$ cat config.mk
export PLATFORM = sky130hd
export DESIGN_NAME = keystroke_program_decoder
export DESIGN_NICKNAME = d
export VERILOG_FILES = /design/src/rtl/kpd_pkg.sv /design/src/rtl/kpd_front.sv /design/src/rtl/kpd_queue.sv /design/src/rtl/kpd_back.sv /design/src/rtl/keystroke_program_decoder.sv
export SDC_FILE = /design/constraint.sdc
export NUM_CORES = 1
export LEC_CHECK = 0
export BUFFER_PORTS_ARGS = -buffer_cell sky130_fd_sc_hd__buf_2
export CORE_ASPECT_RATIO = 0.6
export CORE_MARGIN = 5
export CORE_UTILIZATION = 50
export CTS_BUF_LIST = sky130_fd_sc_hd__clkbuf_8
export DETAILED_ROUTE_END_ITERATION = 8
export GPL_TIMING_DRIVEN = 1
export PLACE_DENSITY = 0.79
export SLEW_MARGIN = 20
export SYNTH_ARGS = -nofsm -noshare
export SYNTH_HDL_FRONTEND = slang
export SYNTH_SLANG_ARGS = --single-unit
$ cat constraint.sdc
create_clock -name clk_i -period 2.9 [get_ports clk_i]
set_clock_uncertainty 0.05 [all_clocks]
set_input_delay 0.435 -clock clk_i [delete_from_list [all_inputs] [get_ports clk_i]]
set_output_delay 0.435 -clock clk_i [all_outputs]
set_load 0.03 [all_outputs]
$ cat src/rtl/kpd_pkg.sv
// ---------------------------------------------------------------------------
// kpd_pkg
// types and constants shared by the keystroke program decoder
// ---------------------------------------------------------------------------
`default_nettype none

package kpd_pkg;

  localparam int unsigned ByteW = 8;

  localparam logic [ByteW-1:0] EscapeByte   = 8'h00;
  localparam logic [ByteW-1:0] UsageMask    = 8'h7F;
  localparam logic [ByteW-1:0] ShiftBit     = 8'h80;
  localparam logic [ByteW-1:0] LeftShiftMod = 8'h02;
  localparam logic [ByteW-1:0] NoKey        = 8'h00;

  typedef enum logic [1:0] {
    PH_IDLE     = 2'd0,
    PH_MODIFIER = 2'd1,
    PH_USAGE    = 2'd2
  } phase_e;

  typedef enum logic {
    BK_PRESS   = 1'b0,
    BK_RELEASE = 1'b1
  } back_e;

  typedef struct packed {
    logic [ByteW-1:0] usage;
    logic [ByteW-1:0] modifier;
  } keystroke_t;

  typedef struct packed {
    logic full;
    logic empty;
  } queue_status_t;

endpackage : kpd_pkg

`default_nettype wire

$ cat src/rtl/kpd_front.sv
// ---------------------------------------------------------------------------
// kpd_front
// takes program bytes, tracks escapes and queues whole keystrokes
// ---------------------------------------------------------------------------
`default_nettype none

module kpd_front
  import kpd_pkg::*;
(
  input  wire logic          clk_i,
  input  wire logic          rst_ni,
  input  wire logic          in_valid_i,
  output      logic          in_ready_o,
  input  wire logic [7:0]    in_byte_i,
  input  wire logic          in_final_i,
  input  wire queue_status_t q_status_i,
  output      logic          push_o,
  output      keystroke_t    push_key_o
);

  phase_e           phase_q, phase_d;
  logic [ByteW-1:0] held_mod_q, held_mod_d;
  logic             accept;
  logic             key_done;

  assign in_ready_o = !q_status_i.full;
  assign accept     = in_valid_i && in_ready_o;

  always_comb begin
    phase_d    = phase_q;
    held_mod_d = held_mod_q;
    key_done   = 1'b0;
    push_key_o = '{usage: NoKey, modifier: NoKey};
    if (accept) begin
      unique case (phase_q)
        PH_MODIFIER: begin
          held_mod_d = in_byte_i;
          phase_d    = PH_USAGE;
        end
        PH_USAGE: begin
          key_done   = 1'b1;
          push_key_o = '{usage: in_byte_i, modifier: held_mod_q};
          phase_d    = PH_IDLE;
        end
        default: begin
          if (in_byte_i == EscapeByte) begin
            phase_d = PH_MODIFIER;
          end else begin
            key_done   = 1'b1;
            push_key_o = '{usage:    in_byte_i & UsageMask,
                           modifier: ((in_byte_i & ShiftBit) != NoKey) ? LeftShiftMod
                                                                      : NoKey};
            phase_d    = PH_IDLE;
          end
        end
      endcase
      if (in_final_i) begin
        phase_d = PH_IDLE;
      end
    end
  end

  // zero usage keystrokes produce no reports
  assign push_o = key_done && (push_key_o.usage != NoKey);

  always_ff @(posedge clk_i or negedge rst_ni) begin
    if (!rst_ni) begin
      phase_q    <= PH_IDLE;
      held_mod_q <= NoKey;
    end else begin
      phase_q    <= phase_d;
      held_mod_q <= held_mod_d;
    end
  end

endmodule : kpd_front

`default_nettype wire

$ cat src/rtl/kpd_queue.sv
// ---------------------------------------------------------------------------
// kpd_queue
// two-entry keystroke queue between the front and back parts
// ---------------------------------------------------------------------------
`default_nettype none

module kpd_queue
  import kpd_pkg::*;
(
  input  wire logic          clk_i,
  input  wire logic          rst_ni,
  input  wire logic          push_i,
  input  wire keystroke_t    push_key_i,
  input  wire logic          pop_i,
  output      keystroke_t    head_o,
  output      queue_status_t status_o
);

  localparam int unsigned Depth = 2;

  keystroke_t entry_q [Depth];
  logic       wr_ptr_q, wr_ptr_d;
  logic       rd_ptr_q, rd_ptr_d;
  logic [1:0] count_q, count_d;
  logic       do_push;
  logic       do_pop;

  assign status_o.full  = (count_q == 2'(Depth));
  assign status_o.empty = (count_q == 2'd0);
  assign do_push        = push_i && !status_o.full;
  assign do_pop         = pop_i && !status_o.empty;
  assign head_o         = entry_q[rd_ptr_q];

  always_comb begin
    wr_ptr_d = do_push ? ~wr_ptr_q : wr_ptr_q;
    rd_ptr_d = do_pop  ? ~rd_ptr_q : rd_ptr_q;
    count_d  = count_q;
    if (do_push && !do_pop) begin
      count_d = count_q + 2'd1;
    end else if (do_pop && !do_push) begin
      count_d = count_q - 2'd1;
    end
  end

  always_ff @(posedge clk_i) begin
    if (do_push) begin
      entry_q[wr_ptr_q] <= push_key_i;
    end
  end

  always_ff @(posedge clk_i or negedge rst_ni) begin
    if (!rst_ni) begin
      wr_ptr_q <= 1'b0;
      rd_ptr_q <= 1'b0;
      count_q  <= 2'd0;
    end else begin
      wr_ptr_q <= wr_ptr_d;
      rd_ptr_q <= rd_ptr_d;
      count_q  <= count_d;
    end
  end

endmodule : kpd_queue

`default_nettype wire

$ cat src/rtl/kpd_back.sv
// ---------------------------------------------------------------------------
// kpd_back
// turns each queued keystroke into a press and a release report
// ---------------------------------------------------------------------------
`default_nettype none

module kpd_back
  import kpd_pkg::*;
(
  input  wire logic          clk_i,
  input  wire logic          rst_ni,
  input  wire keystroke_t    head_i,
  input  wire queue_status_t q_status_i,
  output      logic          pop_o,
  output      logic          out_valid_o,
  input  wire logic          out_ready_i,
  output      keystroke_t    out_key_o,
  output      logic          out_last_o
);

  back_e      state_q, state_d;
  logic       out_valid_q, out_valid_d;
  keystroke_t out_key_q, out_key_d;
  logic       out_last_q, out_last_d;
  logic       load;

  assign load = !out_valid_q || out_ready_i;

  // next state
  always_comb begin
    state_d = state_q;
    if (load) begin
      unique case (state_q)
        BK_PRESS: begin
          if (!q_status_i.empty) begin
            state_d = BK_RELEASE;
          end
        end
        BK_RELEASE: state_d = BK_PRESS;
        default:    state_d = BK_PRESS;
      endcase
    end
  end

  // output register and queue pop
  always_comb begin
    pop_o       = 1'b0;
    out_valid_d = out_valid_q;
    out_key_d   = out_key_q;
    out_last_d  = out_last_q;
    if (load) begin
      unique case (state_q)
        BK_PRESS: begin
          pop_o       = !q_status_i.empty;
          out_valid_d = !q_status_i.empty;
          out_key_d   = head_i;
          out_last_d  = 1'b0;
        end
        default: begin
          out_valid_d = 1'b1;
          out_key_d   = '{usage: NoKey, modifier: NoKey};
          out_last_d  = 1'b1;
        end
      endcase
    end
  end

  assign out_valid_o = out_valid_q;
  assign out_key_o   = out_key_q;
  assign out_last_o  = out_last_q;

  always_ff @(posedge clk_i) begin
    out_key_q  <= out_key_d;
    out_last_q <= out_last_d;
  end

  always_ff @(posedge clk_i or negedge rst_ni) begin
    if (!rst_ni) begin
      state_q     <= BK_PRESS;
      out_valid_q <= 1'b0;
    end else begin
      state_q     <= state_d;
      out_valid_q <= out_valid_d;
    end
  end

endmodule : kpd_back

`default_nettype wire

$ cat src/rtl/keystroke_program_decoder.sv
// ---------------------------------------------------------------------------
// keystroke_program_decoder
// decodes a stored keystroke program into keyboard press/release reports
//
// input stream: one program byte per transaction in s_axis_tdata, s_axis_tlast
// marks the final byte of the program. a plain byte is a keystroke, a zero
// byte starts an escape whose next two bytes are modifier and usage.
// output stream: one report per transaction, modifier in bits 7:0 and usage
// in bits 15:8 of m_axis_tdata; m_axis_tlast flags the all-zero release that
// follows each press. keystrokes with a zero usage give no reports.
// the front part takes a byte every cycle while the two-entry keystroke
// queue has room; the back part sends one report per cycle from an output
// register while the receiver takes them, a press and then a release for
// each keystroke, which is queued before it reaches the output register.
// when the receiver stalls, the report holds, the queue fills and then
// s_axis_tready drops until a keystroke moves to the back part.
// reset clears the escape tracking, the queue and the output valid flag.
// ---------------------------------------------------------------------------
`default_nettype none

module keystroke_program_decoder
  import kpd_pkg::*;
(
  input  wire logic        clk_i,
  input  wire logic        rst_ni,
  input  wire logic        s_axis_tvalid,
  output      logic        s_axis_tready,
  input  wire logic [7:0]  s_axis_tdata,   // [7:0] program_byte
  input  wire logic        s_axis_tlast,   // final_byte
  output      logic        m_axis_tvalid,
  input  wire logic        m_axis_tready,
  output      logic [15:0] m_axis_tdata,   // [7:0] modifier, [15:8] usage
  output      logic        m_axis_tlast    // end_of_run
);

  queue_status_t q_status;
  logic          push;
  keystroke_t    push_key;
  logic          pop;
  keystroke_t    head_key;
  keystroke_t    out_key;

  kpd_front u_front (
    .clk_i      (clk_i),
    .rst_ni     (rst_ni),
    .in_valid_i (s_axis_tvalid),
    .in_ready_o (s_axis_tready),
    .in_byte_i  (s_axis_tdata),
    .in_final_i (s_axis_tlast),
    .q_status_i (q_status),
    .push_o     (push),
    .push_key_o (push_key)
  );

  kpd_queue u_queue (
    .clk_i      (clk_i),
    .rst_ni     (rst_ni),
    .push_i     (push),
    .push_key_i (push_key),
    .pop_i      (pop),
    .head_o     (head_key),
    .status_o   (q_status)
  );

  kpd_back u_back (
    .clk_i       (clk_i),
    .rst_ni      (rst_ni),
    .head_i      (head_key),
    .q_status_i  (q_status),
    .pop_o       (pop),
    .out_valid_o (m_axis_tvalid),
    .out_ready_i (m_axis_tready),
    .out_key_o   (out_key),
    .out_last_o  (m_axis_tlast)
  );

  assign m_axis_tdata = {out_key.usage, out_key.modifier};

endmodule : keystroke_program_decoder

`default_nettype wire

==> results.txt, run 1 <==
Slew HR: 36.9%
Syn Inst Count: 168
Max Root-Sink Buffers: 2
Hold endpoint: u_front.held_mod_q[0]$_DFFE_PN0P_
Worst min-delay path class: in2reg
Unrepaired setup endpoints after global routing: false
Synth warn: 0
Starting Density: 51.3%
Initial DRC Count: 48
Die H: 65.8 um
Sink Count: 65
Top cells by area, synth: edfxtp_1 57%, dfrtp_1 15%, mux2i_1 6.6%, and2_1 3.6%, mux2_2 3.5%
Hold Crit Start: s_axis_tdata[0]
Worst setup path class: reg2reg
IO Pins: 32
Critical path's largest stage delay: 0.39 ns
# fillers: 408
Critical path arrival: 2.43 ns
Post-synth top area share: 56.7%
Synth unique cells: 27
Hold slack: 0.314 ns
Leakage: 0.00129 uW
Crit path launch: u_front.phase_q[0]$_DFFE_PN0P_
Routed wire length: 4060 um
Initial antenna violation count: 0
Vias: 1367
Rows: 20
Clock slew at reported path FFs: 0.06 ns
Die area: 6780 um2
Setup crit end kind: flip-flop
Synth Register Bits: 65
WHS Path Cells: 2
Status: completed
Antenna-violating nets left: 0
Max_cap viols: 0
H-tree depth: 3
CP max FO: 8
Reg2reg path depth: 10
GP Congestion: 0.807
Core area: 5050 um2
Hold Buf Count CTS: 1
DRC: 0
Wire per inst: 14.5 um
CP Cell Sequence: inv_1, ha_1, nor2_1, and3b_1, a22oi_4, inv_2, ha_1, xor2_1, nor2_1, xor2_1
Total power: 3160 uW
Setup bufs post-CTS: 0
Tcrit/Tclk final: 76.8%
Worst path bufs/invs: 2
Post-CTS Resized: 0
Top delay family on crit path: simple AND/OR/NAND/NOR gates
Setup TNS: 0 ns
Syn Std Cell Area: 2590 um2
EDFF count, synth: 49
Final Net Count: 225
Fin util: 60.6%
DRT Pass-1 Iters: 4
Final hold viol count: 0
Reg2reg end: u_queue.count_q[1]$_DFFE_PN0P_
Ys async rst share: 24.6%
Share of layout cells above drive strength 1: 28.6%
Avg Vias per Cell: 4.90
Gr usage total: 14.2%
Top cell type by total area after synthesis: edfxtp_1
Most instantiated cells after synthesis: 49 x edfxtp_1, 22 x nor2_1, 17 x mux2i_1
Peak VDD IR: 0.387 mV
First-pass GRT wire length: 6780 um
CTS tree: yes
Slew at the pin closest to its max-slew limit: 0.947 ns
FMAX: 0.449 GHz
P&R area growth vs syn: 18.2%
HPWL after DPL: 2660 um
Instance count on the critical path: 10
ANT cells: 0
Final Instance Area: 3070 um2
Area post-placement: 2820 um2
Die X: 103 um
Slowest CP cell: dfrtp_1
Vias in the first global route: 1380
Power density cells: 1030 nW/um2
Worst Path Required: 3.11 ns
Most common cell in the netlist: edfxtp_1
Worst-skew pair later-pin latency: 0.33 ns
Main synth FF type: edfxtp_1
Buffers on Ports: 31
CTS buffer count: 9
Root Driver: clkbuf_8
Reg2Reg Setup Slack: 0.67 ns
R2r startpoint: u_front.phase_q[0]$_DFFE_PN0P_
Largest net degree at the start of global routing: 19
Fin. max-slew vios: 0
Min cycle time layout: 2.23 ns
Grt ovf: 0
Startpoint types: flip-flop
Syn Area/Cell: 15.4 um2
# setup viols final: 0
Sequential area share after synthesis: 72.2%
Syn_nets: 185
metal layers:
layer / track usage, % / part of all wire [%]
met4: 4.36 / 0.39
met3: 7.59 / 5.6
met5: 0 / 0
met1: 17.6 / 49
met2: 21.4 / 45
how the worst max path moves through the flow:
stage / slack, ns / to
finish: 0.67 / u_queue.count_q[1]$_DFFE_PN0P_
global placement: 0.77 / u_queue.count_q[1]$_DFFE_PN0P_
global route: 0.53 / u_queue.count_q[1]$_DFFE_PN0P_
detailed placement: 0.66 / u_queue.count_q[1]$_DFFE_PN0P_
floorplan: 0.50 / u_queue.entry_q[1][0]$_DFFE_PP_
CTS: 0.66 / u_queue.count_q[1]$_DFFE_PN0P_
metrics by stage:
step	std cells	setup WS (ns)
6_report	279	0.671
5_1_grt	279	0.529
4_1_cts	279	0.662
3_5_place_dp	262	0.665
3_3_place_gp	262	0.772
2_1_floorplan	168	0.500
cells by family after synthesis:
group	synth area share (%)
compound gates	1.40
xor+xnor	1.69
fa+ha+maj	1.93
buf+inv	1.88
flops	72.2
mux	10.0
simple gates	10.9
worst register-to-register path, cell delays in order (launching register included):
cell and delay (ns):
dfrtp_1 0.39, inv_1 0.06, ha_1 0.34, nor2_1 0.15
and3b_1 0.29, a22oi_4 0.24, inv_2 0.05, ha_1 0.19
xor2_1 0.14, nor2_1 0.12, xor2_1 0.16
power breakdown:
| group | total, uW | internal, uW | switching [uW] | leakage [uW] |
|---|---|---|---|---|
| registers | 1460 | 1330 | 139 | 0.000687 |
| logic | 812 | 294 | 518 | 0.000486 |
| clock network | 887 | 564 | 322 | 0.000120 |
| total | 3160 | 2180 | 979 | 0.00129 |
layout make-up:
cell class	instances	area (um2)	share of cell area, %
flip-flops and latches	65	1870	61.1
repair buffers	35	188	6.12
inverters	4	15.0	0.490
well taps	66	82.6	2.69
clock buffers	9	124	4.04
multi-input cells	93	673	22.0
clock inverters	7	111	3.63
flip-flops by register name, indices dropped and copies added (netlist names):
| signal | flops |
|---|---|
| u_queue.entry_q | 32 |
| u_back.out_key_o | 16 |
| u_front.held_mod_q | 8 |
| u_front.phase_q | 2 |
| u_queue.count_q | 2 |
| u_back.out_last_o | 1 |
| u_back.out_valid_o | 1 |
| u_back.state_q | 1 |
| u_queue.rd_ptr_q | 1 |
| u_queue.wr_ptr_q | 1 |
placed cells by master (no fill, tap or decap), types with 2 or more instances in the layout:
cell       count
nand2_1        7
clkbuf_8       9
dfrtp_1       16
clkinv_2       2
bufinv_16      3
nor3_1         2
xor2_1         2
mux2_2         8
xnor2_1        3
nor2b_1        2
and2_1        15
buf_2         31
inv_1          4
ha_1           4
buf_4          3
edfxtp_1      49
mux2i_1       17
o21ai_0        3
nor2_1        22
(Power assumes the default switching activity.)
==> run 2, diff against run 1 <==
--- a/config.mk
+++ b/config.mk
@@ -5,6 +5,7 @@
 export SDC_FILE = /design/constraint.sdc
 export NUM_CORES = 1
 export LEC_CHECK = 0
+export ABC_AREA = 1
 export BUFFER_PORTS_ARGS = -buffer_cell sky130_fd_sc_hd__buf_2
 export CORE_ASPECT_RATIO = 0.6
 export CORE_MARGIN = 5
==> constraint.sdc (replaced) <==
create_clock -name clk_i -period 2.3 [get_ports clk_i]
set_clock_uncertainty 0.05 [all_clocks]
set_input_delay 0.345 -clock clk_i [delete_from_list [all_inputs] [get_ports clk_i]]
set_output_delay 0.345 -clock clk_i [all_outputs]
set_load 0.03 [all_outputs]
==> run 2 against run 1 <==
Compared with the run above: sequential cell count stayed put; utilization is 0.28 points higher; cell area is 2.4% higher; via count is 30% higher; final cell count is 27% higher; sequential share of layout area is 1.5 points lower; hold slack worse by 0.096 ns; sequential power is 38% higher; global-route usage is 1.9 points higher; fmax is 3.3% higher; critical path type unchanged; largest power group unchanged.
==> results.txt, run 2 <==
Final Net Count: 300 (was 225)
Reg2reg path depth: 12 (was 10)
Die area: 7050 um2 (was 6780 um2)
Setup crit end kind: flip-flop (unchanged)
CTS buffer count: 9 (unchanged)
Root Driver: clkbuf_8 (unchanged)
Worst min-delay path class: in2reg (unchanged)
EDFF count, synth: 49 (unchanged)
DRT Pass-1 Iters: 4 (unchanged)
Area post-placement: 2940 um2 (was 2820 um2)
Sink Count: 65 (unchanged)
Avg Vias per Cell: 5.01 (was 4.90)
Worst setup path class: reg2reg (unchanged)
Grt ovf: 0 (unchanged)
Max FFs per register: 32 (unchanged)
Setup TNS: 0 ns (unchanged)
Vias in the first global route: 1715 (was 1380)
CP Cell Sequence: inv_1, ha_2, inv_1, nand2_4, nand3_1, nand2_1, nor2_2, nand2_2, ha_1, a21oi_2, o21ai_1, xnor2_1 (was inv_1, ha_1, nor2_1, and3b_1, a22oi_4, inv_2, ha_1, xor2_1, nor2_1, xor2_1)
Final hold viol count: 0 (unchanged)
Synth Register Bits: 65 (unchanged)
Worst-skew pair later-pin latency: 0.34 ns (was 0.33 ns)
Top delay family on crit path: adder cells (was simple AND/OR/NAND/NOR gates)
Syn Inst Count: 241 (was 168)
Min cycle time layout: 2.16 ns (was 2.23 ns)
Syn Std Cell Area: 2710 um2 (was 2590 um2)
Most instantiated cells after synthesis: 49 x edfxtp_1, 46 x nor2_1, 36 x nand2_1 (was 49 x edfxtp_1, 22 x nor2_1, 17 x mux2i_1)
Fin util: 60.9% (was 60.6%)
Power density cells: 1350 nW/um2 (was 1030 nW/um2)
Worst path bufs/invs: 2 (unchanged)
Synth unique cells: 24 (was 27)
HPWL after DPL: 3580 um (was 2660 um)
Top cell type by total area after synthesis: edfxtp_1 (unchanged)
Main synth FF type: edfxtp_1 (unchanged)
Ys async rst share: 24.6% (unchanged)
Final Instance Area: 3140 um2 (was 3070 um2)
Share of layout cells above drive strength 1: 26.4% (was 28.6%)
CP dominant cell by count: inv_1
Max_cap viols: 0 (unchanged)
# setup viols final: 0 (unchanged)
Vias: 1773 (was 1367)
Most frequent cells in the layout: 49 x edfxtp_1, 45 x nor2_1, 36 x nand2_1, 31 x buf_2, 25 x inv_1 (was 49 x edfxtp_1, 31 x buf_2, 22 x nor2_1, 17 x mux2i_1, 16 x dfrtp_1)
Routed wire length: 5110 um (was 4060 um)
Worst Path Required: 2.47 ns (was 3.11 ns)
Leakage: 0.00142 uW (was 0.00129 uW)
Most common cell in the netlist: edfxtp_1 (unchanged)
Buffers on Ports: 31 (unchanged)
Status: completed (unchanged)
H-tree depth: 3 (unchanged)
Gr usage total: 16.0% (was 14.2%)
Tcrit/Tclk final: 93.8% (was 76.8%)
Die H: 67.1 um (was 65.8 um)
IO Pins: 32 (unchanged)
Sequential area share after synthesis: 69.0% (was 72.2%)
Syn Area/Cell: 11.3 um2 (was 15.4 um2)
CTS tree: yes (unchanged)
Slowest CP cell: dfrtp_1 (unchanged)
Slew HR: 63.8% (was 36.9%)
Top cells by area, synth: edfxtp_1 54%, dfrtp_1 15%, nor2_1 6.4%, nand2_1 5.0%, inv_1 3.5% (was edfxtp_1 57%, dfrtp_1 15%, mux2i_1 6.6%, and2_1 3.6%, mux2_2 3.5%)
Most common cell after layout, fill and taps aside: edfxtp_1 (unchanged)
Post-synth top area share: 54.2% (was 56.7%)
First-pass GRT wire length: 8380 um (was 6780 um)
Initial antenna violation count: 0 (unchanged)
Critical path's largest stage delay: 0.40 ns (was 0.39 ns)
Largest reg by FF count: u_queue.entry_q (unchanged)
Critical path arrival: 2.33 ns (was 2.43 ns)
WHS Path Cells: 4 (was 2)
CP max FO: 7 (was 8)
Clock slew at reported path FFs: 0.07 ns (was 0.06 ns)
Instance count on the critical path: 12 (was 10)
Hold slack: 0.218 ns (was 0.314 ns)
Fin. max-slew vios: 0 (unchanged)
DRC: 0 (unchanged)
Slew at the pin closest to its max-slew limit: 0.543 ns (was 0.947 ns)
Largest net degree at the start of global routing: 20 (was 19)
Initial DRC Count: 99 (was 48)
Peak VDD IR: 0.459 mV (was 0.387 mV)
Core area: 5150 um2 (was 5050 um2)
Max Root-Sink Buffers: 2 (unchanged)
P&R area growth vs syn: 15.8% (was 18.2%)
Unrepaired setup endpoints after global routing: false (unchanged)
Die X: 105 um (was 103 um)
Synth warn: 0 (unchanged)
Rows: 20 (unchanged)
ANT cells: 0 (unchanged)
Starting Density: 52.6% (was 51.3%)
GP Congestion: 0.880 (was 0.807)
Total power: 4240 uW (was 3160 uW)
Syn_nets: 258 (was 185)
Antenna-violating nets left: 0 (unchanged)
Wire per inst: 14.4 um (was 14.5 um)
FMAX: 0.463 GHz (was 0.449 GHz)
Startpoint types: flip-flop (unchanged)
==> run 2: cell count changes after synthesis, sizes merged, moves of 2 or more <==
cell	delta
mux2	-8
nor2b	-2
nand2b	-2
nand3	+11
mux2i	-17
a21oi	+2
nand2	+36
inv	+25
nor2	+27
and2	-15
clkbuf	+2
o21ai	+21
==> run 2: cell families after synthesis <==
family | after synthesis | synth area share, %
adder cells (fa/ha/maj) | 4 | 1.85
AO/OA/AOI/OAI | 27 | 5.90
flip-flops | 65 | 69.0
buffers and inverters | 36 | 5.63
AND/OR/NAND/NOR | 106 | 16.7
XOR/XNOR | 3 | 0.969
==> run 2: what timing repair did <==
action | in CTS | in global routing
hold buffers | 1 | 0
setup endpoints to repair | 0 | 17
hold endpoints to repair | 16 | 0
resized for setup | 0 | 3
buffers inserted | 0 | 2
==> run 2: worst reg2reg max path, delay by kind of cell (launching register included) <==
kind                       cells  cell delay (ns)
buffers and inverters          2             0.16
DFF                            1             0.40
adders and majority gates      2             0.60
xor gates and xnor gates       1             0.13
AOI/OAI and AO/OA              2             0.20
and+or+nand+nor                5             0.50
==> run 2: final timing paths <==
check	from	to	slack, ns
worst max register to register	u_front.phase_q[0]$_DFFE_PN0P_	u_queue.count_q[1]$_DFFE_PN0P_	0.14
worst max-delay path	u_front.phase_q[0]$_DFFE_PN0P_	u_queue.count_q[1]$_DFFE_PN0P_	0.14
worst min-delay path	s_axis_tlast	u_front.phase_q[1]$_DFFE_PN0P_	0.22
max in group asynchronous	rst_ni	u_front.held_mod_q[7]$_DFFE_PN0P_	1.54
worst min register to register	u_front.held_mod_q[5]$_DFFE_PN0P_	u_front.held_mod_q[5]$_DFFE_PN0P_	0.43
min in group asynchronous	rst_ni	u_front.held_mod_q[3]$_DFFE_PN0P_	0.39
==> run 2: where the power goes <==
part / leakage [uW] / internal [uW] / switching [uW]
registers: 0.000700 / 1850 / 169
logic: 0.000638 / 403 / 1000
clock network: 0.0000814 / 387 / 432
==> run 2: metrics by stage <==
stage,worst slack [ns],std cells
4_1_cts,0.0648,352
5_1_grt,0.0129,354
2_1_floorplan,0.240,241
6_report,0.142,354
3_5_place_dp,0.0945,335
3_3_place_gp,0.215,335
==> run 2: metal layers <==
metal / routed length, um / GRT usage [%]
met1: 2390 / 21.2
met2: 2310 / 24.0
met3: 345 / 6.58
met4: 55 / 5.42
met5: 0 / 0
==> run 2: layout make-up <==
cell class,instances,area [um2]
Timing Repair Buffer,38,210
Inverter,29,109
Clock buffer,9,124
Multi-Input combinational cell,140,697
Tap cell,66,82.6
Fill cell,429,2010
Sequential cell,65,1870
Clock inverter,7,46.3
